`src/rtl/dvtu_pkg.sv`:
```
// ----------------------------------------------------------------------------
// dvtu_pkg
// shared types and constants for the distance-vector table update block
// ----------------------------------------------------------------------------
package dvtu_pkg;

  localparam int NUM_NODES = 8;
  localparam int NODE_BITS = $clog2(NUM_NODES);
  localparam int COST_BITS = 16;
  localparam int PORT_BITS = 16;
  localparam int LABEL_BITS = 8;

  localparam logic [COST_BITS-1:0] COST_INF = {COST_BITS{1'b1}};

  localparam logic KIND_LOAD = 1'b0;
  localparam logic KIND_ADV  = 1'b1;

  typedef struct packed {
    logic                  kind;
    logic [NODE_BITS-1:0]  sender_index;
    logic [NODE_BITS-1:0]  dest_index;
    logic [COST_BITS-1:0]  adv_cost;
    logic [PORT_BITS-1:0]  adv_dest_port;
    logic [LABEL_BITS-1:0] adv_label;
    logic                  last_entry;
  } in_item_t;

  typedef struct packed {
    logic [COST_BITS-1:0] entry_cost;
    logic [NODE_BITS-1:0] entry_next_hop;
    logic                 entry_changed;
    logic                 vector_changed;
  } out_item_t;

  // controller to datapath
  typedef struct packed {
    logic capture;
    logic commit;
  } dvtu_cmd_t;

  // datapath to controller
  typedef struct packed {
    logic out_busy;
  } dvtu_sts_t;

endpackage

```
`src/rtl/distance_vector_table_update_top.sv`:
```
// ----------------------------------------------------------------------------
// distance_vector_table_update_top
// distance-vector routing table with one relaxation per item
// ----------------------------------------------------------------------------
// Input beats carry either a load (writes cost and next hop of an entry) or
// one entry of a neighbour's advertised vector. An advertisement replaces the
// entry when advertised cost plus the stored cost to the sender, saturated
// at unreachable, is strictly lower, unless the destination is self_index or
// the advertised cost is unreachable. Each input beat yields one output beat
// with the entry after the update; the beat that closes a vector also
// reports whether the vector changed any entry.
// The item and its table reads are registered when it is taken; the compare,
// write and registering of the result follow once the output is not stalled.
// in_stall is high while an item is being worked; the next item is taken
// while the previous result still waits on a stalled output.
// When out_stall holds the output, a second item waits in its compare stage.
// Reset (rst, synchronous) marks all entries unreachable with next hop zero,
// clears self_index and the vector change flag. self_index is written through
// cfg_wr_en / cfg_wr_data; the user must do so while idle (not enforced).
// ----------------------------------------------------------------------------
module distance_vector_table_update_top import dvtu_pkg::*; (
  input  logic                 clk,
  input  logic                 rst,
  input  logic                 in_valid,
  output logic                 in_stall,
  input  in_item_t             in_data,
  output logic                 out_valid,
  input  logic                 out_stall,
  output out_item_t            out_data,
  input  logic                 cfg_wr_en,
  input  logic [NODE_BITS-1:0] cfg_wr_data
);

  dvtu_cmd_t cmd;
  dvtu_sts_t sts;

  dvtu_ctrl u_ctrl (
    .clk      (clk),
    .rst      (rst),
    .in_valid (in_valid),
    .in_stall (in_stall),
    .sts      (sts),
    .cmd      (cmd)
  );

  dvtu_datapath u_datapath (
    .clk         (clk),
    .rst         (rst),
    .in_data     (in_data),
    .cfg_wr_en   (cfg_wr_en),
    .cfg_wr_data (cfg_wr_data),
    .cmd         (cmd),
    .sts         (sts),
    .out_valid   (out_valid),
    .out_stall   (out_stall),
    .out_data    (out_data)
  );

endmodule

```
`src/rtl/dvtu_ctrl.sv`:
```
// ----------------------------------------------------------------------------
// dvtu_ctrl
// sequencer: accept an item, then commit its update once the output is free
// ----------------------------------------------------------------------------
module dvtu_ctrl import dvtu_pkg::*; (
  input  logic      clk,
  input  logic      rst,
  input  logic      in_valid,
  output logic      in_stall,
  input  dvtu_sts_t sts,
  output dvtu_cmd_t cmd
);

  localparam logic ST_IDLE = 1'b0;
  localparam logic ST_CALC = 1'b1;

  logic state;
  logic state_next;

  always_comb begin
    state_next  = state;
    cmd.capture = 1'b0;
    cmd.commit  = 1'b0;
    unique case (state)
      ST_IDLE: begin
        if (in_valid) begin
          cmd.capture = 1'b1;
          state_next  = ST_CALC;
        end
      end
      ST_CALC: begin
        if (!sts.out_busy) begin
          cmd.commit = 1'b1;
          state_next = ST_IDLE;
        end
      end
      default: state_next = ST_IDLE;
    endcase
  end

  assign in_stall = (state != ST_IDLE);

  always_ff @(posedge clk) begin
    if (rst) begin
      state <= ST_IDLE;
    end else begin
      state <= state_next;
    end
  end

endmodule

```
`src/rtl/dvtu_datapath.sv`:
```
// ----------------------------------------------------------------------------
// dvtu_datapath
// routing table, saturating relaxation and output register
// ----------------------------------------------------------------------------
module dvtu_datapath import dvtu_pkg::*; (
  input  logic                 clk,
  input  logic                 rst,
  input  in_item_t             in_data,
  input  logic                 cfg_wr_en,
  input  logic [NODE_BITS-1:0] cfg_wr_data,
  input  dvtu_cmd_t            cmd,
  output dvtu_sts_t            sts,
  output logic                 out_valid,
  input  logic                 out_stall,
  output out_item_t            out_data
);

  // port and label are carried with the entry but never read back,
  // so only cost and next hop are stored
  logic [COST_BITS-1:0] cost_mem [NUM_NODES];
  logic [NODE_BITS-1:0] nh_mem   [NUM_NODES];
  logic [NUM_NODES-1:0] vld;

  logic [NODE_BITS-1:0] self_index;
  logic                 any_change;

  in_item_t             item;
  logic [COST_BITS-1:0] via_cost;
  logic [COST_BITS-1:0] cur_cost;
  logic [NODE_BITS-1:0] cur_nh;

  logic [COST_BITS:0]   sum_wide;
  logic [COST_BITS-1:0] sum_sat;
  logic                 is_adv;
  logic                 hit;
  logic                 wr;
  logic [COST_BITS-1:0] new_cost;
  out_item_t            res;

  always_comb begin
    sum_wide = {1'b0, item.adv_cost} + {1'b0, via_cost};
    sum_sat  = (sum_wide >= {1'b0, COST_INF}) ? COST_INF : sum_wide[COST_BITS-1:0];
    is_adv   = (item.kind == KIND_ADV);
    hit      = is_adv && (item.dest_index != self_index) &&
               (item.adv_cost != COST_INF) && (cur_cost > sum_sat);
    wr       = !is_adv || hit;
    new_cost = is_adv ? sum_sat : item.adv_cost;

    res.entry_cost     = wr ? new_cost : cur_cost;
    res.entry_next_hop = wr ? item.sender_index : cur_nh;
    res.entry_changed  = wr;
    res.vector_changed = is_adv && item.last_entry && (any_change || hit);
  end

  assign sts.out_busy = out_valid && out_stall;

  // entries not yet written read as unreachable with next hop zero
  always_ff @(posedge clk) begin
    if (cmd.capture) begin
      item     <= in_data;
      via_cost <= vld[in_data.sender_index] ? cost_mem[in_data.sender_index] : COST_INF;
      cur_cost <= vld[in_data.dest_index] ? cost_mem[in_data.dest_index] : COST_INF;
      cur_nh   <= vld[in_data.dest_index] ? nh_mem[in_data.dest_index] : '0;
    end
  end

  always_ff @(posedge clk) begin
    if (cmd.commit && wr) begin
      cost_mem[item.dest_index] <= new_cost;
      nh_mem[item.dest_index]   <= item.sender_index;
    end
  end

  always_ff @(posedge clk) begin
    if (cmd.commit) begin
      out_data <= res;
    end
  end

  always_ff @(posedge clk) begin
    if (rst) begin
      vld        <= '0;
      any_change <= 1'b0;
      self_index <= '0;
      out_valid  <= 1'b0;
    end else begin
      if (cfg_wr_en) begin
        self_index <= cfg_wr_data;
      end
      if (cmd.commit) begin
        if (wr) begin
          vld[item.dest_index] <= 1'b1;
        end
        if (is_adv) begin
          any_change <= item.last_entry ? 1'b0 : (any_change || hit);
        end
      end
      if (cmd.commit) begin
        out_valid <= 1'b1;
      end else if (!out_stall) begin
        out_valid <= 1'b0;
      end
    end
  end

endmodule
```
`config.mk`:
```
export PLATFORM = sky130hd
export DESIGN_NAME = distance_vector_table_update_top
export DESIGN_NICKNAME = d
export VERILOG_FILES = /design/src/rtl/dvtu_pkg.sv /design/src/rtl/distance_vector_table_update_top.sv /design/src/rtl/dvtu_ctrl.sv /design/src/rtl/dvtu_datapath.sv
export SDC_FILE = /design/constraint.sdc
export NUM_CORES = 1
export LEC_CHECK = 0
export ABC_AREA = 1
export BUFFER_PORTS_ARGS = -buffer_cell sky130_fd_sc_hd__buf_2
export CAP_MARGIN = 20
export CORE_MARGIN = 2
export CORE_UTILIZATION = 55
export DETAILED_ROUTE_END_ITERATION = 10
export GPL_ROUTABILITY_DRIVEN = 0
export PLACE_DENSITY = 0.73
export SYNTH_ARGS = -nofsm -noshare
export SYNTH_HDL_FRONTEND = slang
export SYNTH_SLANG_ARGS = --single-unit
```
`constraint.sdc`:
```
create_clock -name clk -period 9.8 [get_ports clk]
set_input_delay 1.47 -clock clk [delete_from_list [all_inputs] [get_ports clk]]
set_output_delay 1.47 -clock clk [all_outputs]
set_load 0.05 [all_outputs]
```
# After elaboration in Yosys (flattened, before gate mapping)
# Memories as Yosys holds them, arrays and structs flattened. A register that Yosys moved wholly into a read port is not among the register bits.
# Index checks and enable logic that the tools add are counted.
# Widths: inputs -> output; s select.
[classes]
addsub = 1
magnitude_cmp = 6
eq_ne = 3
muxes = 21
n_bitwise = 2
reduce_logical = 16
[ops]
columns = ["op", "n"]
rows = [
  ["$mux 16", 3],
  ["$add 16x16->17", 1],
  ["$ge 17x16->1 const B", 1],
  ["$gt 16x16->1", 1],
  ["$ne 16x16->1 const B", 1],
  ["$mux 1", 13],
  ["$lt 3x4->1 const B", 3],
  ["$logic_and 1x1->1", 8],
  ["$or 8x8->8", 1],
  ["$bmux 1 s3", 2],
  ["$logic_not 1->1", 4],
  ["$reduce_and 2->1", 2],
  ["$demux 1 s3", 1],
  ["$ge 3x1->1 const B", 1],
  ["$mux 3", 1],
  ["$ne 3x3->1", 1],
  ["$logic_or 1x1->1", 2],
  ["$ne 2x1->1 const B", 1],
  ["$pmux 1 s2", 1],
  ["$not 1->1", 1],
]
[word_totals]
ff_bits = 59
mem_bits_rw = 152
inputBits = 56
out_inout_bits = 23
elab_cells = 65
n_memories = 2
[memory_table]
columns = ["name", "words", "width", "rd", "rd_ports_with_merged_regs", "write_ports", "line", "rtl"]
rows = [
  ["u_datapath.cost_mem", 8, 16, 2, 2, 1, "dvtu_datapath.sv:20", "logic [COST_BITS-1:0] cost_mem [NUM_NODES];"],
  ["u_datapath.nh_mem", 8, 3, 1, 1, 1, "dvtu_datapath.sv:21", "logic [NODE_BITS-1:0] nh_mem [NUM_NODES];"],
]

# Logic depth before layout (Yosys ltp)
# Gate-level depths: netlist (run 1).
[logic_depth]
depth_word = 9
ltp_mapped = 31
ltp_nobuf = 29

# Hierarchy
# From an unflattened synthesis (run 1), not the netlist that was laid out.
[hier_totals]
cells_unflattened = 1334
hier_area_um2 = 12504.5
[by_module_without_submodules]
columns = ["module", "instances", "cells_each", "area_per_inst_um2"]
rows = [
  ["dvtu_datapath", 1, 1324, 12448.2],
  ["dvtu_ctrl", 1, 10, 56.3],
]

# Least setup slack after synthesis (run 1)
# Ideal clock, no wire load.
[synth_path]
path_kind = "in2reg"
startpoint = "input in_valid"
endpoint = "register u_datapath.cur_cost[0] (read register of u_datapath.cost_mem) (enable)"
arrival_ns = 4.004
setup_slack_ns = 5.319
cell_stages = 2
path_buffers = 0
cell_sequence = "inv_1 -> nor2_1"
[synth_lines]
columns = ["element", "line", "rtl"]
rows = [
  ["from (decl)", "distance_vector_table_update_top.sv:24", "input logic in_valid,"],
  ["to (decl)", "dvtu_datapath.sv:29", "logic [COST_BITS-1:0] cur_cost;"],
]

# Final worst setup path (run 1)
[layout_path]
startpoint = "register u_datapath.item[25] in the netlist's numbering"
endpoint = "memory u_datapath.nh_mem[3][0] in the netlist's numbering (enable)"
[layout_via]
elab_chain_len = 9
elab_cells_between_ends = 11
classes_between = "add/sub: 1; order compare: 2; eq/ne: 1; mux: 3; reduce/logical: 4"
[layout_rtl]
columns = ["element", "line", "rtl"]
rows = [
  ["from (decl)", "dvtu_datapath.sv:27", "in_item_t item;"],
  ["from (signal assigned)", "dvtu_datapath.sv:60", "item <= in_data;"],
  ["$add 16x16->17", "dvtu_datapath.sv:41", "sum_wide = {1'b0, item.adv_cost} + {1'b0, via_cost};"],
  ["$ge 17x16->1", "dvtu_datapath.sv:42", "sum_sat = (sum_wide >= {1'b0, COST_INF}) ? COST_INF : sum_wide[COST_BITS-1:0];"],
  ["$mux 16", "dvtu_datapath.sv:42", ""],
  ["$gt 16x16->1", "dvtu_datapath.sv:45", "(item.adv_cost != COST_INF) && (cur_cost > sum_sat);"],
  ["$logic_and 1x1->1 (*)", "dvtu_datapath.sv:45", ""],
  ["$logic_or 1x1->1 (*)", "dvtu_datapath.sv:46", "wr = !is_adv || hit;"],
  ["$logic_and 1x1->1 (*)", "dvtu_datapath.sv:68", "if (cmd.commit && wr) begin"],
  ["$mux 1 (*)", "dvtu_datapath.sv:68", ""],
  ["$mux 1 (implied by the code) (*)", "dvtu_datapath.sv:70", "nh_mem[item.dest_index] <= item.sender_index;"],
  ["to (decl)", "dvtu_datapath.sv:21", ""],
]
# Mark *: on every way between the ends. The rest lies on a longest branch, timed or not.

==> results of run 1 <==
[report_power, final]
group / total (W) / internal (W) / leakage [nW] / switching, W
Combinational: 0.000389 / 0.000111 / 2.84 / 0.000278
Clock: 0.000906 / 0.000511 / 0.378 / 0.000395
Sequential: 0.00123 / 0.00121 / 2.20 / 0.0000214
Total: 0.00253 / 0.00183 / 5.42 / 0.000695
[cells in the final DEF (no fill, tap or decap), types with 2 or more instances in the layout]
cell,synthesis,routed
sky130_fd_sc_hd__clkbuf_1,49,10
sky130_fd_sc_hd__nor3_1,2,2
sky130_fd_sc_hd__clkinv_2,0,3
sky130_fd_sc_hd__ha_1,32,32
sky130_fd_sc_hd__inv_1,151,151
sky130_fd_sc_hd__or2_2,6,6
sky130_fd_sc_hd__nor4_1,2,2
sky130_fd_sc_hd__o211ai_1,16,16
sky130_fd_sc_hd__o21ai_0,207,207
sky130_fd_sc_hd__buf_2,11,54
sky130_fd_sc_hd__clkbuf_16,0,27
sky130_fd_sc_hd__nand2_1,229,229
sky130_fd_sc_hd__nor2_1,121,120
sky130_fd_sc_hd__o22ai_1,8,8
sky130_fd_sc_hd__nand3b_1,6,6
sky130_fd_sc_hd__xor2_1,2,2
sky130_fd_sc_hd__clkinvlp_4,0,2
sky130_fd_sc_hd__a31oi_1,3,2
sky130_fd_sc_hd__a211oi_1,5,5
sky130_fd_sc_hd__o311ai_0,4,4
sky130_fd_sc_hd__buf_4,2,10
sky130_fd_sc_hd__nand4_2,2,2
sky130_fd_sc_hd__inv_6,0,3
sky130_fd_sc_hd__nand4_1,18,18
sky130_fd_sc_hd__dfxtp_1,14,14
sky130_fd_sc_hd__xnor2_1,3,3
sky130_fd_sc_hd__edfxtp_1,232,232
sky130_fd_sc_hd__and2_2,5,5
sky130_fd_sc_hd__a21oi_1,107,107
sky130_fd_sc_hd__clkinv_1,1,6
sky130_fd_sc_hd__inv_2,2,2
sky130_fd_sc_hd__nand3_1,53,53
sky130_fd_sc_hd__buf_16,0,2
sky130_fd_sc_hd__and2_1,9,9
[layer usage]
metal | global-route usage, % | vias up | share of wire [%]
met2 | 45.16 | 434 | 49
met1 | 35.26 | 4615 | 40
met5 | 0 | - | 0
met4 | 9.435 | 0 | 2.4
met3 | 3.439 | 63 | 8.6
li1 | - | 4606 | -
[Yosys cell counts (8+ instances only)]
cell / n
sky130_fd_sc_hd__edfxtp_1: 232
sky130_fd_sc_hd__nand3_1: 53
sky130_fd_sc_hd__nand2_1: 229
sky130_fd_sc_hd__o22ai_1: 8
sky130_fd_sc_hd__ha_1: 32
sky130_fd_sc_hd__clkbuf_1: 49
sky130_fd_sc_hd__dfxtp_1: 14
sky130_fd_sc_hd__nand4_1: 18
sky130_fd_sc_hd__inv_1: 151
sky130_fd_sc_hd__nor2_1: 121
sky130_fd_sc_hd__and2_1: 9
sky130_fd_sc_hd__buf_2: 11
sky130_fd_sc_hd__o211ai_1: 16
sky130_fd_sc_hd__o21ai_0: 207
sky130_fd_sc_hd__a21oi_1: 107
[flip-flops by register name (all words and copies together), names as in the netlist, 3 cells and up]
signal                 flops
u_datapath.cur_cost       16
u_datapath.cur_nh          3
u_datapath.self_index      3
u_datapath.cost_mem      128
u_datapath.out_data       21
u_datapath.via_cost       16
u_datapath.nh_mem         24
u_datapath.item           23
u_datapath.vld             8
[layout make-up]
class | instances | share of cell area (%)
clock buffer | 37 | 5.213
clock inverter | 13 | 0.5487
inverter | 154 | 4.225
multi-input combinational | 849 | 31.45
sequential | 246 | 52.97
tap | 280 | 2.561
timing repair buffer | 67 | 3.036
[logic make-up after synthesis]
group                    Yosys count
XOR/XNOR                           5
flip-flops                       246
AND/OR/NAND/NOR                  456
AO/OA/AOI/OAI                    355
adder cells (fa/ha/maj)           33
buffers and inverters            222
[metrics by stage]
stage | setup WS [ns] | cell area [um^2] | total power [W] | hold slack, ns
after floorplan | 5.319 | 12400 | 0.001520 | 0.4368
after global placement | 3.200 | 12820 | 0.001622 | 0.4452
after detailed placement | 3.122 | 12850 | 0.001633 | 0.4493
after CTS | 3.076 | 13640 | 0.002527 | 0.4582
after global routing | 3.099 | 13680 | 0.002620 | 0.4784
final | 3.538 | 13680 | 0.002527 | 0.4578
[worst max path at each step]
stage | start | endpoint | slack [ns]
floorplan | in_valid | u_datapath.cur_cost[0] | 5.32
global placement | u_datapath.item[25] | u_datapath.cost_mem[5][8] | 3.20
detailed placement | u_datapath.item[25] | u_datapath.cost_mem[2][8] | 3.12
CTS | u_datapath.item[25] | u_datapath.nh_mem[2][2] | 3.08
global route | u_datapath.item[25] | u_datapath.cost_mem[1][1] | 3.10
finish | u_datapath.item[25] | u_datapath.nh_mem[3][0] | 3.54
[worst reg2reg max path: stages, from the launching register on]
cell and delay (ns):
sky130_fd_sc_hd__edfxtp_1 0.38, sky130_fd_sc_hd__ha_1 0.25, sky130_fd_sc_hd__inv_1 0.08, sky130_fd_sc_hd__fa_1 0.40
sky130_fd_sc_hd__inv_1 0.12, sky130_fd_sc_hd__nand3_1 0.10, sky130_fd_sc_hd__nand2_1 0.12, sky130_fd_sc_hd__nand2_1 0.05
sky130_fd_sc_hd__nand2_1 0.12, sky130_fd_sc_hd__nand3_1 0.11, sky130_fd_sc_hd__nor2_1 0.11, sky130_fd_sc_hd__nand3_1 0.10
sky130_fd_sc_hd__nor2_1 0.14, sky130_fd_sc_hd__nand3_2 0.32, sky130_fd_sc_hd__nand2_1 0.51, sky130_fd_sc_hd__nor2_1 0.10
sky130_fd_sc_hd__ha_1 0.31, sky130_fd_sc_hd__nand2_1 0.07, sky130_fd_sc_hd__inv_1 0.05, sky130_fd_sc_hd__nand3_1 0.06
sky130_fd_sc_hd__inv_1 0.08, sky130_fd_sc_hd__nand4_1 0.20, sky130_fd_sc_hd__o21ai_0 0.51, sky130_fd_sc_hd__nand2_1 0.12
sky130_fd_sc_hd__nand2_1 0.41, sky130_fd_sc_hd__nand3_1 0.24, sky130_fd_sc_hd__inv_1 0.81
==> impl_metrics.prom, run 1 <==
# TYPE chip_impl_metric gauge
chip_impl_info{name="worst_hold_startpoint",value="u_datapath.vld[0]"} 1
chip_impl_info{name="dominant_register_cell_in_the_synthesized_netlist",value="sky130_fd_sc_hd__edfxtp_1"} 1
chip_impl_metric{name="antenna_cells_inserted",unit=""} 0
chip_impl_metric{name="io-pin-count",unit=""} 79
chip_impl_metric{name="start_util",unit="%"} 56.47
chip_impl_metric{name="post_synth_instance_area",unit="um^2"} 12400
chip_impl_metric{name="floorplan.die.height",unit="um"} 154.2
chip_impl_metric{name="cp.required",unit="ns"} 9.94
chip_impl_metric{name="achievable-frequency",unit="MHz"} 159.7
chip_impl_metric{name="port_buffers",unit=""} 54
chip_impl_metric{name="timing.reg2reg.setup_slack",unit="ns"} 3.54
chip_impl_metric{name="synth_fa_ha_area_share",unit="%"} 3.390
chip_impl_metric{name="static-leakage-power",unit="nW"} 5.421
chip_impl_metric{name="max_slew.worst_pin.slew",unit="ns"} 1.110
chip_impl_metric{name="worstSkewPairLatency",unit="ns"} 0.54
chip_impl_info{name="rsz_0062_raised_after_global_routing",value="false"} 1
chip_impl_metric{name="post_synth_and_or_nand_nor_area_fraction",unit="%"} 15.65
chip_impl_metric{name="final.period_utilization",unit="%"} 63.89
chip_impl_metric{name="post-route-min-period",unit="ns"} 6.262
chip_impl_metric{name="drt-pass1-iter-count",unit=""} 5
chip_impl_metric{name="crit_path_max_fanout",unit=""} 19
chip_impl_metric{name="grt_max_degree",unit=""} 100
chip_impl_metric{name="critPathBufInv",unit=""} 5
chip_impl_info{name="hold-path-endpoint",value="u_datapath.vld[0]"} 1
chip_impl_metric{name="crit_cells",unit=""} 26
chip_impl_metric{name="synth_compound_area_share",unit="%"} 15.20
chip_impl_metric{name="layout-area-overhead-vs-synth",unit="%"} 10.33
chip_impl_metric{name="cpPeakStageDelay",unit="ns"} 0.81
chip_impl_metric{name="cts_buffer_depth",unit=""} 3
chip_impl_metric{name="hpwl",unit="um"} 19720
chip_impl_metric{name="layout.nets",unit=""} 1434
chip_impl_info{name="tritoncts_clock_tree",value="built"} 1
chip_impl_metric{name="layout.filler_cells",unit=""} 1737
chip_impl_metric{name="final_hold_viol_count",unit=""} 0
chip_impl_metric{name="finalSetupTns",unit="ns"} 0
chip_impl_metric{name="num_vias",unit=""} 9718
chip_impl_metric{name="cts.htree.levels",unit=""} 1
chip_impl_metric{name="rr_worst_depth",unit=""} 26
chip_impl_metric{name="layout-drive-gt1-share",unit="%"} 9.004
chip_impl_metric{name="stdcell_count",unit=""} 1646
chip_impl_metric{name="register_area",unit="um^2"} 7247
chip_impl_info{name="timing.critical_path.to_type",value="register"} 1
chip_impl_metric{name="power.density",unit="nW/um^2"} 184.7
chip_impl_metric{name="hold-path-cell-count",unit=""} 2
chip_impl_info{name="worstHoldPathType",value="reg -> reg"} 1
chip_impl_metric{name="maxCapViolCount",unit=""} 0
chip_impl_info{name="yosys-top-cells-area",value="sky130_fd_sc_hd__edfxtp_1 (56%), sky130_fd_sc_hd__o21ai_0 (8.4%), sky130_fd_sc_hd__nand2_1 (6.9%), sky130_fd_sc_hd__inv_1 (4.6%), sky130_fd_sc_hd__a21oi_1 (4.3%)"} 1
chip_impl_metric{name="drt_first_iter_violations",unit=""} 933
chip_impl_metric{name="antenna_violating_nets_post_route",unit=""} 0
chip_impl_info{name="largest_family_of_logic_cells_by_synthesized_area",value="simple AND/OR/NAND/NOR gates"} 1
chip_impl_info{name="timing.rr.start",value="u_datapath.item[25]"} 1
chip_impl_metric{name="postSynthCellCount",unit=""} 1317
chip_impl_metric{name="core-area",unit="um^2"} 21960
chip_impl_metric{name="timing_max_transition_violations_final",unit=""} 0
chip_impl_metric{name="multi_input_area",unit="um^2"} 4303
chip_impl_metric{name="placement_rows",unit=""} 54
chip_impl_metric{name="hold_fix_buffer_count_after_cts",unit=""} 0
chip_impl_info{name="worst_path_dominant_cell_family",value="simple AND/OR/NAND/NOR gates"} 1
chip_impl_metric{name="routed_wirelength",unit="um"} 31590
chip_impl_info{name="synth_top_area_cell",value="sky130_fd_sc_hd__edfxtp_1"} 1
chip_impl_metric{name="die_area",unit="um^2"} 23760
chip_impl_metric{name="cts_resized",unit=""} 0
chip_impl_metric{name="routed_via_density",unit=""} 5.904
chip_impl_metric{name="postCtsSetupBuffers",unit=""} 0
chip_impl_info{name="setup.worst_path.start_class",value="register"} 1
chip_impl_metric{name="post_synth_num_cell_types",unit=""} 40
chip_impl_metric{name="detail_route.drc_violations",unit=""} 0
chip_impl_metric{name="worstPathArrival",unit="ns"} 6.40
chip_impl_metric{name="mappedNetlistNets",unit=""} 1406
chip_impl_metric{name="cts-buffers-inserted",unit=""} 27
chip_impl_metric{name="tritoncts_num_sinks",unit=""} 246
chip_impl_info{name="clockRootBuffer",value="sky130_fd_sc_hd__clkbuf_16"} 1
chip_impl_info{name="critical_path.slowest_cell",value="sky130_fd_sc_hd__inv_1"} 1
chip_impl_metric{name="synth-async-reset-ratio",unit="%"} 0
chip_impl_metric{name="synth_top_cell_area_share",unit="%"} 56.18
chip_impl_metric{name="synth_seq_area_share",unit="%"} 58.44
chip_impl_metric{name="die_w",unit="um"} 154.2
chip_impl_metric{name="track_usage",unit="%"} 26.55
chip_impl_metric{name="syn_area_per_cell",unit="um^2"} 9.416
chip_impl_metric{name="avg_wl_per_cell",unit="um"} 19.19
chip_impl_metric{name="initial_antenna_violation_count",unit=""} 0
chip_impl_info{name="crit_top_cell",value="sky130_fd_sc_hd__nand2_1"} 1
chip_impl_metric{name="utilization_after_layout",unit="%"} 62.31
chip_impl_metric{name="globalRouteOverflowTotal",unit=""} 0
chip_impl_metric{name="synth-seq-cells",unit=""} 246
chip_impl_info{name="run_status",value="completed"} 1
chip_impl_metric{name="timing.slew.headroom",unit="%"} 25.19
chip_impl_metric{name="finClkSkew",unit="ns"} 0.01866
chip_impl_info{name="worstSetupPathType",value="reg -> reg"} 1
chip_impl_metric{name="synth-xor-area-share",unit="%"} 0.3531
chip_impl_metric{name="total_setup_violations_reported_at_the_end_of_the_flow",unit=""} 0
chip_impl_metric{name="grt_first_pass_wirelength",unit="um"} 48600
chip_impl_metric{name="muxShareOfSynthArea",unit="%"} 0
chip_impl_info{name="reg2reg_to",value="u_datapath.nh_mem[3][0]"} 1
chip_impl_metric{name="dp.cells",unit=""} 1594
chip_impl_metric{name="number_of_enable_flip_flop_cells_after_synthesis",unit=""} 232
chip_impl_metric{name="yosys_warnings",unit=""} 0
chip_impl_metric{name="grt_pass1_vias",unit=""} 9122
chip_impl_metric{name="worst_ir_drop_vdd",unit="uV"} 119.5
chip_impl_metric{name="cts.clk_slew.worst_paths",unit="ns"} 0.06
Power figures use the tool's default switching activity.
==> inputs of run 2 (changes only) <==
--- a/config.mk
+++ b/config.mk
@@ -5,7 +5,7 @@
 export SDC_FILE = /design/constraint.sdc
 export NUM_CORES = 1
 export LEC_CHECK = 0
-export ABC_AREA = 1
+export ABC_AREA = 0
 export BUFFER_PORTS_ARGS = -buffer_cell sky130_fd_sc_hd__buf_2
 export CAP_MARGIN = 20
 export CORE_MARGIN = 2
==> constraint.sdc (replaced) <==
create_clock -name clk -period 6.35 [get_ports clk]
set_input_delay 0.9525 -clock clk [delete_from_list [all_inputs] [get_ports clk]]
set_output_delay 0.9525 -clock clk [all_outputs]
set_load 0.05 [all_outputs]
==> impl_metrics.prom, run 2 <==
# TYPE chip_impl_metric gauge
chip_impl_info{name="run_status",value="completed"} 1
chip_impl_metric{name="start_util",unit="%"} 56.23
chip_impl_metric{name="hold-path-cell-count",unit=""} 2
chip_impl_metric{name="grt_first_pass_wirelength",unit="um"} 43050
chip_impl_metric{name="dp.cells",unit=""} 1065
chip_impl_metric{name="internal-power",unit="W"} 0.002804
chip_impl_metric{name="cts-buffers-inserted",unit=""} 25
chip_impl_info{name="clockRootBuffer",value="sky130_fd_sc_hd__clkbuf_16"} 1
chip_impl_metric{name="crit_path_max_fanout",unit=""} 19
chip_impl_metric{name="cts.htree.levels",unit=""} 1
chip_impl_info{name="synthMostInstantiatedCell",value="sky130_fd_sc_hd__edfxtp_1"} 1
chip_impl_metric{name="post-route-min-period",unit="ns"} 5.485
chip_impl_metric{name="synth-async-reset-ratio",unit="%"} 0
chip_impl_info{name="yosys-top-cells-area",value="sky130_fd_sc_hd__edfxtp_1 (59%), sky130_fd_sc_hd__mux4_2 (14%), sky130_fd_sc_hd__ha_1 (3.4%), sky130_fd_sc_hd__mux2i_1 (3.2%), sky130_fd_sc_hd__dfxtp_1 (2.4%)"} 1
chip_impl_metric{name="synth_top_cell_area_share",unit="%"} 58.57
chip_impl_metric{name="static-leakage-power",unit="nW"} 4.387
chip_impl_info{name="setup.worst_path.start_class",value="register"} 1
chip_impl_metric{name="power.switching_fraction",unit="%"} 25.08
chip_impl_info{name="commonest_non_fill_non_tap_cell_in_the_layout",value="sky130_fd_sc_hd__edfxtp_1"} 1
chip_impl_metric{name="hpwl",unit="um"} 18020
chip_impl_metric{name="routed_via_density",unit=""} 6.663
chip_impl_metric{name="clock_power_share",unit="%"} 37.9
chip_impl_info{name="hold-path-endpoint",value="u_datapath.vld[6]"} 1
chip_impl_metric{name="timing.reg2reg.setup_slack",unit="ns"} 0.86
chip_impl_metric{name="number_of_enable_flip_flop_cells_after_synthesis",unit=""} 232
chip_impl_metric{name="cpPeakStageDelay",unit="ns"} 0.57
chip_impl_metric{name="fin_area",unit="um^2"} 13260
chip_impl_metric{name="max_slew.worst_pin.slew",unit="ns"} 1.069
chip_impl_metric{name="cp.required",unit="ns"} 6.53
chip_impl_metric{name="mappedNetlistNets",unit=""} 855
chip_impl_info{name="worst_path_dominant_cell_family",value="compound AO/OA/AOI/OAI gates"} 1
chip_impl_metric{name="layout-drive-gt1-share",unit="%"} 26.35
chip_impl_metric{name="total_setup_violations_reported_at_the_end_of_the_flow",unit=""} 0
chip_impl_metric{name="sequentialPowerShare",unit="%"} 49.8
chip_impl_metric{name="groute.layer.met3.usage",unit="%"} 3.795
chip_impl_metric{name="num_vias",unit=""} 7396
chip_impl_metric{name="timing_max_transition_violations_final",unit=""} 0
chip_impl_metric{name="post_synth_instance_area",unit="um^2"} 11890
chip_impl_metric{name="avg_wl_per_cell",unit="um"} 25.43
chip_impl_metric{name="detail_route.drc_violations",unit=""} 0
chip_impl_info{name="layout.cells.most_common_list",value="sky130_fd_sc_hd__edfxtp_1 (232), sky130_fd_sc_hd__mux4_2 (74), sky130_fd_sc_hd__buf_2 (54)"} 1
chip_impl_metric{name="port_buffers",unit=""} 54
chip_impl_info{name="dominant_register_cell_in_the_synthesized_netlist",value="sky130_fd_sc_hd__edfxtp_1"} 1
chip_impl_info{name="largest_register",value="u_datapath.cost_mem"} 1
chip_impl_metric{name="postCtsSetupBuffers",unit=""} 0
chip_impl_metric{name="maxCapViolCount",unit=""} 0
chip_impl_metric{name="globalRouteOverflowTotal",unit=""} 0
chip_impl_metric{name="met2_usage",unit="%"} 44.34
chip_impl_metric{name="syn_area_per_cell",unit="um^2"} 15.53
chip_impl_metric{name="grt_max_degree",unit=""} 60
chip_impl_metric{name="core-area",unit="um^2"} 21150
chip_impl_info{name="worst_hold_startpoint",value="u_datapath.vld[6]"} 1
chip_impl_metric{name="worst_ir_drop_vdd",unit="uV"} 151.2
chip_impl_info{name="critical_path.slowest_cell",value="sky130_fd_sc_hd__o31ai_1"} 1
chip_impl_info{name="crit_chain",value="ha_1 > inv_1 > fa_1 > nor2b_1 > o31ai_1 > a21oi_1 > or4_1 > a211oi_1 > ha_1 > nand3_1 > or4_1 > a21o_1 > a31oi_4 > o21ai_4 > nor3_2 > buf_4"} 1
chip_impl_metric{name="worstPathArrival",unit="ns"} 5.66
chip_impl_metric{name="cts.clk_slew.worst_paths",unit="ns"} 0.06
chip_impl_metric{name="placement_rows",unit=""} 53
chip_impl_metric{name="initial_antenna_violation_count",unit=""} 0
chip_impl_metric{name="antenna_violating_nets_post_route",unit=""} 0
chip_impl_metric{name="grt_use_met1",unit="%"} 32.74
chip_impl_metric{name="postSynthCellCount",unit=""} 766
chip_impl_metric{name="cts_resized",unit=""} 0
chip_impl_metric{name="hold_fix_buffer_count_after_cts",unit=""} 0
chip_impl_metric{name="layout.filler_cells",unit=""} 1485
chip_impl_metric{name="power.density",unit="nW/um^2"} 282.2
chip_impl_metric{name="routed_wirelength",unit="um"} 28220
chip_impl_info{name="tritoncts_clock_tree",value="built"} 1
chip_impl_metric{name="drt-pass1-iter-count",unit=""} 5
chip_impl_metric{name="drt_first_iter_violations",unit=""} 732
chip_impl_metric{name="synth_seq_area_share",unit="%"} 60.93
chip_impl_info{name="largest_registers",value="u_datapath.cost_mem: 128 flops, u_datapath.nh_mem: 24 flops, u_datapath.item: 23 flops"} 1
chip_impl_metric{name="yosys_warnings",unit=""} 0
chip_impl_metric{name="timing.slew.headroom",unit="%"} 28.75
chip_impl_info{name="reg2reg_to",value="u_datapath.cost_mem[2][8]"} 1
chip_impl_metric{name="largest_register_ffs",unit=""} 128
chip_impl_metric{name="io-pin-count",unit=""} 79
chip_impl_metric{name="finalSetupTns",unit="ns"} 0
chip_impl_metric{name="fin_ws",unit="ns"} 0.8646
chip_impl_metric{name="die_w",unit="um"} 151.1
chip_impl_metric{name="final.period_utilization",unit="%"} 86.38
chip_impl_metric{name="power.combinational.fraction",unit="%"} 12.3
chip_impl_metric{name="p_total",unit="W"} 0.003743
chip_impl_metric{name="track_usage",unit="%"} 25.35
chip_impl_metric{name="synth-seq-cells",unit=""} 246
chip_impl_info{name="worstSetupPathType",value="reg -> reg"} 1
chip_impl_metric{name="achievable-frequency",unit="MHz"} 182.3
chip_impl_info{name="timing.rr.start",value="u_datapath.item[25]"} 1
chip_impl_metric{name="place_area",unit="um^2"} 12480
chip_impl_metric{name="layout-area-overhead-vs-synth",unit="%"} 11.51
chip_impl_metric{name="post_synth_num_cell_types",unit=""} 63
chip_impl_metric{name="critPathBufInv",unit=""} 2
chip_impl_metric{name="finClkSkew",unit="ns"} 0.01387
chip_impl_metric{name="cts_buffer_depth",unit=""} 3
chip_impl_metric{name="tritoncts_num_sinks",unit=""} 246
chip_impl_metric{name="layout.nets",unit=""} 906
chip_impl_metric{name="rr_worst_depth",unit=""} 16
chip_impl_info{name="synth_top_area_cell",value="sky130_fd_sc_hd__edfxtp_1"} 1
chip_impl_info{name="grt_busiest_layer",value="met2"} 1
chip_impl_metric{name="final_hold_viol_count",unit=""} 0
chip_impl_metric{name="die_area",unit="um^2"} 22820
chip_impl_info{name="worstHoldPathType",value="reg -> reg"} 1
chip_impl_info{name="timing.critical_path.to_type",value="register"} 1
chip_impl_metric{name="reported_net_switching_power",unit="W"} 0.0009389
chip_impl_metric{name="antenna_cells_inserted",unit=""} 0
chip_impl_metric{name="floorplan.die.height",unit="um"} 151.1
chip_impl_metric{name="stdcell_count",unit=""} 1110
chip_impl_metric{name="placement.setup.worst_slack",unit="ns"} 1.043
chip_impl_metric{name="worstSkewPairLatency",unit="ns"} 0.52
chip_impl_info{name="synth.cells.most_frequent",value="sky130_fd_sc_hd__edfxtp_1 (232), sky130_fd_sc_hd__mux4_2 (74), sky130_fd_sc_hd__nand2_1 (45)"} 1
chip_impl_metric{name="grt_pass1_vias",unit=""} 7565
chip_impl_info{name="rsz_0062_raised_after_global_routing",value="false"} 1
## run 2: worst max path at each step
stage	endpoint	start	slack [ns]	depth (start not counted)
after detailed placement	u_datapath.cost_mem[2][5]	u_datapath.item[25]	1.04	16
after global routing	u_datapath.cost_mem[2][6]	u_datapath.item[25]	0.70	16
after floorplan	u_datapath.cost_mem[1][0]	u_datapath.item[25]	0.29	16
after global placement	u_datapath.cost_mem[4][9]	u_datapath.item[25]	1.19	16
final	u_datapath.cost_mem[2][8]	u_datapath.item[25]	0.86	16
after CTS	u_datapath.cost_mem[2][6]	u_datapath.item[25]	0.99	16
## run 2: cell families after synthesis
| kind of cell | after synthesis | share of synthesized area (%) |
|---|---|---|
| xor gates and xnor gates | 5 | 0.3682 |
| adders and majority gates | 33 | 3.535 |
| and+or+nand+nor | 168 | 6.953 |
| muxes | 125 | 18.44 |
| DFF | 246 | 60.93 |
| buffers and inverters | 66 | 2.293 |
| AOI/OAI and AO/OA | 123 | 7.480 |
## run 2: stage by stage
step | hold WS (ns) | util (%)
detailed placement | 0.4629 | 58.99
floorplan | 0.4384 | -
global placement | 0.4504 | 58.99
finish | 0.4790 | 62.70
global route | 0.5028 | 62.70
CTS | 0.4720 | 62.70
## run 2: cell type report
class / count / area [um^2] / share of cell area (%)
sequential: 246 / 7247 / 54.64
multi-input combinational: 454 / 4428 / 33.39
clock buffer: 26 / 629.4 / 4.745
timing repair buffer: 68 / 375.4 / 2.830
tap: 275 / 344.1 / 2.594
clock inverter: 19 / 153.9 / 1.160
inverter: 22 / 85.08 / 0.6415
## run 2: worst register-to-register path, stage by stage (launching register included)
cell                       delay, ns
sky130_fd_sc_hd__edfxtp_1       0.45
sky130_fd_sc_hd__ha_1           0.26
sky130_fd_sc_hd__inv_1          0.08
sky130_fd_sc_hd__fa_1           0.21
sky130_fd_sc_hd__nor2b_1        0.09
sky130_fd_sc_hd__o31ai_1        0.57
sky130_fd_sc_hd__a21oi_1        0.16
sky130_fd_sc_hd__or4_1          0.50
sky130_fd_sc_hd__a211oi_1       0.50
sky130_fd_sc_hd__ha_1           0.24
sky130_fd_sc_hd__nand3_1        0.11
sky130_fd_sc_hd__or4_1          0.55
sky130_fd_sc_hd__a21o_1         0.23
sky130_fd_sc_hd__a31oi_4        0.36
sky130_fd_sc_hd__o21ai_4        0.22
sky130_fd_sc_hd__nor3_2         0.23
sky130_fd_sc_hd__buf_4          0.38
## run 2: routing by layer
metal  vias to the layer above  part of all wire, %
li1                       3198                    -
met1                      3717                   39
met2                       408                   51
met3                        73                  7.8
met4                         0                  2.8
met5                         -                    0
## run 2: power by group through the flow
stage               registers [W]  logic [W]  clock network (W)
floorplan                 0.00193   0.000291                  0
global placement          0.00189   0.000436                  0
detailed placement        0.00190   0.000450                  0
CTS                       0.00186   0.000453            0.00143
global route              0.00187   0.000492            0.00149
finish                    0.00187   0.000459            0.00142
==> inputs of run 3 (changes only) <==
--- a/config.mk
+++ b/config.mk
@@ -6,13 +6,14 @@
 export NUM_CORES = 1
 export LEC_CHECK = 0
 export ABC_AREA = 0
-export BUFFER_PORTS_ARGS = -buffer_cell sky130_fd_sc_hd__buf_2
+export BUFFER_PORTS_ARGS = -buffer_cell sky130_fd_sc_hd__clkbuf_2
 export CAP_MARGIN = 20
-export CORE_MARGIN = 2
-export CORE_UTILIZATION = 55
+export CELL_PAD_IN_SITES_DETAIL_PLACEMENT = 1
+export CELL_PAD_IN_SITES_GLOBAL_PLACEMENT = 1
+export CORE_UTILIZATION = 52
 export DETAILED_ROUTE_END_ITERATION = 10
 export GPL_ROUTABILITY_DRIVEN = 0
-export PLACE_DENSITY = 0.73
+export PLACE_DENSITY_LB_ADDON = 0.1
 export SYNTH_ARGS = -nofsm -noshare
 export SYNTH_HDL_FRONTEND = slang
 export SYNTH_SLANG_ARGS = --single-unit
==> impl_metrics.prom, run 3 (synthesized netlist as in run 2, its figures left out) <==
# TYPE chip_impl_metric gauge
chip_impl_info{name="run_status",value="completed"} 1
chip_impl_metric{name="largest_register_ffs",unit=""} 128
chip_impl_metric{name="maxCapViolCount",unit=""} 0
chip_impl_metric{name="timing.slew.headroom",unit="%"} 24.41
chip_impl_metric{name="final.period_utilization",unit="%"} 86.89
chip_impl_metric{name="worstSkewPairLatency",unit="ns"} 0.55
chip_impl_info{name="clockRootBuffer",value="sky130_fd_sc_hd__clkbuf_16"} 1
chip_impl_metric{name="post-route-min-period",unit="ns"} 5.518
chip_impl_info{name="largest_registers",value="u_datapath.cost_mem: 128 flops, u_datapath.nh_mem: 24 flops, u_datapath.item: 23 flops"} 1
chip_impl_metric{name="drt_first_iter_violations",unit=""} 414
chip_impl_metric{name="layout.nets",unit=""} 908
chip_impl_metric{name="placement_rows",unit=""} 54
chip_impl_metric{name="finClkSkew",unit="ns"} 0.02269
chip_impl_info{name="timing.critical_path.to_type",value="register"} 1
chip_impl_info{name="worstSetupPathType",value="reg -> reg"} 1
chip_impl_metric{name="achievable-frequency",unit="MHz"} 181.2
chip_impl_metric{name="cts_buffer_depth",unit=""} 3
chip_impl_metric{name="final_hold_viol_count",unit=""} 0
chip_impl_metric{name="avg_wl_per_cell",unit="um"} 27.08
chip_impl_metric{name="grt_max_degree",unit=""} 60
chip_impl_metric{name="worstPathArrival",unit="ns"} 5.73
chip_impl_metric{name="core-area",unit="um^2"} 22090
chip_impl_metric{name="cts-buffers-inserted",unit=""} 26
chip_impl_metric{name="hold_slack",unit="ns"} 0.4758
chip_impl_metric{name="max_slew.worst_pin.slew",unit="ns"} 1.134
chip_impl_metric{name="finalSetupTns",unit="ns"} 0
chip_impl_metric{name="drt-pass1-iter-count",unit=""} 4
chip_impl_metric{name="globalRouteOverflowTotal",unit=""} 0
chip_impl_metric{name="power.density",unit="nW/um^2"} 286.8
chip_impl_metric{name="floorplan.die.height",unit="um"} 153.2
chip_impl_metric{name="rr_worst_depth",unit=""} 16
chip_impl_metric{name="track_usage",unit="%"} 26.58
chip_impl_metric{name="io-pin-count",unit=""} 79
chip_impl_metric{name="grt_pass1_vias",unit=""} 7644
chip_impl_info{name="rsz_0062_raised_after_global_routing",value="false"} 1
chip_impl_metric{name="die_area",unit="um^2"} 23480
chip_impl_metric{name="total_setup_violations_reported_at_the_end_of_the_flow",unit=""} 0
chip_impl_metric{name="timing_max_transition_violations_final",unit=""} 0
chip_impl_metric{name="layout-area-overhead-vs-synth",unit="%"} 12.22
chip_impl_metric{name="cts.htree.levels",unit=""} 1
chip_impl_metric{name="stdcell_count",unit=""} 1118
chip_impl_info{name="setup.worst_path.start_class",value="register"} 1
chip_impl_metric{name="routed_wirelength",unit="um"} 30280
chip_impl_metric{name="initial_antenna_violation_count",unit=""} 0
chip_impl_metric{name="multi_input_area",unit="um^2"} 4436
chip_impl_metric{name="antenna_violating_nets_post_route",unit=""} 0
chip_impl_metric{name="routed_via_density",unit=""} 6.487
chip_impl_metric{name="dp.cells",unit=""} 1071
chip_impl_metric{name="worst_ir_drop_vdd",unit="uV"} 235.6
chip_impl_metric{name="port_buffers",unit=""} 54
chip_impl_metric{name="cts.clk_slew.worst_paths",unit="ns"} 0.06
chip_impl_metric{name="static-leakage-power",unit="nW"} 4.426
chip_impl_metric{name="cp.required",unit="ns"} 6.56
chip_impl_metric{name="layout.filler_cells",unit=""} 2027
chip_impl_info{name="layout.cells.most_common_list",value="sky130_fd_sc_hd__edfxtp_1 (232), sky130_fd_sc_hd__mux4_2 (74), sky130_fd_sc_hd__clkbuf_2 (54)"} 1
chip_impl_metric{name="layout-drive-gt1-share",unit="%"} 26.01
chip_impl_info{name="tritoncts_clock_tree",value="built"} 1
chip_impl_metric{name="die_w",unit="um"} 153.2
chip_impl_metric{name="tritoncts_num_sinks",unit=""} 246
chip_impl_metric{name="num_vias",unit=""} 7253
chip_impl_metric{name="grt_first_pass_wirelength",unit="um"} 46540
chip_impl_metric{name="cts_resized",unit=""} 0
chip_impl_metric{name="crit_path_max_fanout",unit=""} 19
chip_impl_info{name="commonest_non_fill_non_tap_cell_in_the_layout",value="sky130_fd_sc_hd__edfxtp_1"} 1
chip_impl_info{name="largest_register",value="u_datapath.cost_mem"} 1
chip_impl_metric{name="postCtsSetupBuffers",unit=""} 0
chip_impl_metric{name="hpwl",unit="um"} 20020
chip_impl_metric{name="hold-path-cell-count",unit=""} 2
chip_impl_metric{name="detail_route.drc_violations",unit=""} 0
chip_impl_metric{name="antenna_cells_inserted",unit=""} 0
chip_impl_info{name="worstHoldPathType",value="reg -> reg"} 1
chip_impl_metric{name="start_util",unit="%"} 53.83
chip_impl_metric{name="hold_fix_buffer_count_after_cts",unit=""} 0
chip_impl_metric{name="register_area",unit="um^2"} 7247
run 3: cell count changes in the layout (fill, tap and decap cells not counted):
| cell | delta |
|---|---|
| sky130_fd_sc_hd__buf_4 | +1 |
| sky130_fd_sc_hd__clkbuf_8 | +3 |
| sky130_fd_sc_hd__clkbuf_16 | +1 |
| sky130_fd_sc_hd__clkbuf_2 | +54 |
| sky130_fd_sc_hd__buf_2 | -54 |
| sky130_fd_sc_hd__clkbuf_1 | +5 |
| sky130_fd_sc_hd__inv_6 | -2 |
| sky130_fd_sc_hd__clkinv_2 | -5 |
| sky130_fd_sc_hd__a21boi_2 | -1 |
| sky130_fd_sc_hd__a21boi_4 | +1 |
| sky130_fd_sc_hd__clkinv_4 | -1 |
| sky130_fd_sc_hd__clkinv_16 | +1 |
run 3: through the flow:
step / power [W] / util (%) / instance area (um^2) / worst slack [ns]
finish: 0.003828 / 60.41 / 13350 / 0.8322
detailed placement: 0.002365 / 56.58 / 12500 / 0.8849
CTS: 0.003854 / 60.41 / 13350 / 0.8079
floorplan: 0.002220 / - / 11890 / 0.2927
global placement: 0.002344 / 56.58 / 12500 / 1.118
global route: 0.003952 / 60.41 / 13350 / 0.5535
run 3: area by class of cell:
cell class,instances,share of cell area (%)
clock buffers,35,5.352
multi-input cells,454,33.23
repair buffers,69,2.868
inverters,22,0.6374
flip-flops and latches,246,54.29
clock inverters,12,0.9936
well taps,280,2.625
run 3: worst paths after layout:
kind                        from                        end  slack (ns)
max          u_datapath.item[25]  u_datapath.cost_mem[2][6]        0.83
min            u_datapath.vld[6]          u_datapath.vld[6]        0.48
max reg2reg  u_datapath.item[25]  u_datapath.cost_mem[2][6]        0.83
min reg2reg    u_datapath.vld[6]          u_datapath.vld[6]        0.48
run 3: where the power goes:
group / internal [W] / switching [W] / leakage [nW]
clock: 0.000872 / 0.000622 / 0.402
sequential: 0.00184 / 0.0000270 / 2.13
combinational: 0.000163 / 0.000304 / 1.89
total: 0.00288 / 0.000953 / 4.43
run 3: metal layers:
layer	GRT usage, %	routed length (um)	vias up
li1	-	-	3219
met1	36.32	13230	3815
met2	45.66	15240	182
met3	3.487	1297	37
met4	6.013	518	0
met5	0	0	-
run 3: critical path: stages (launching register included):
cell	delay (ns)
sky130_fd_sc_hd__edfxtp_1	0.44
sky130_fd_sc_hd__ha_1	0.26
sky130_fd_sc_hd__inv_1	0.09
sky130_fd_sc_hd__fa_1	0.22
sky130_fd_sc_hd__nor2b_1	0.10
sky130_fd_sc_hd__o31ai_1	0.41
sky130_fd_sc_hd__a21oi_1	0.16
sky130_fd_sc_hd__or4_1	0.51
sky130_fd_sc_hd__a211oi_1	0.57
sky130_fd_sc_hd__ha_1	0.27
sky130_fd_sc_hd__nand3_1	0.13
sky130_fd_sc_hd__or4_1	0.56
sky130_fd_sc_hd__a21o_1	0.23
sky130_fd_sc_hd__a31oi_4	0.35
sky130_fd_sc_hd__o21ai_4	0.21
sky130_fd_sc_hd__nor3_2	0.30
sky130_fd_sc_hd__buf_4	0.40
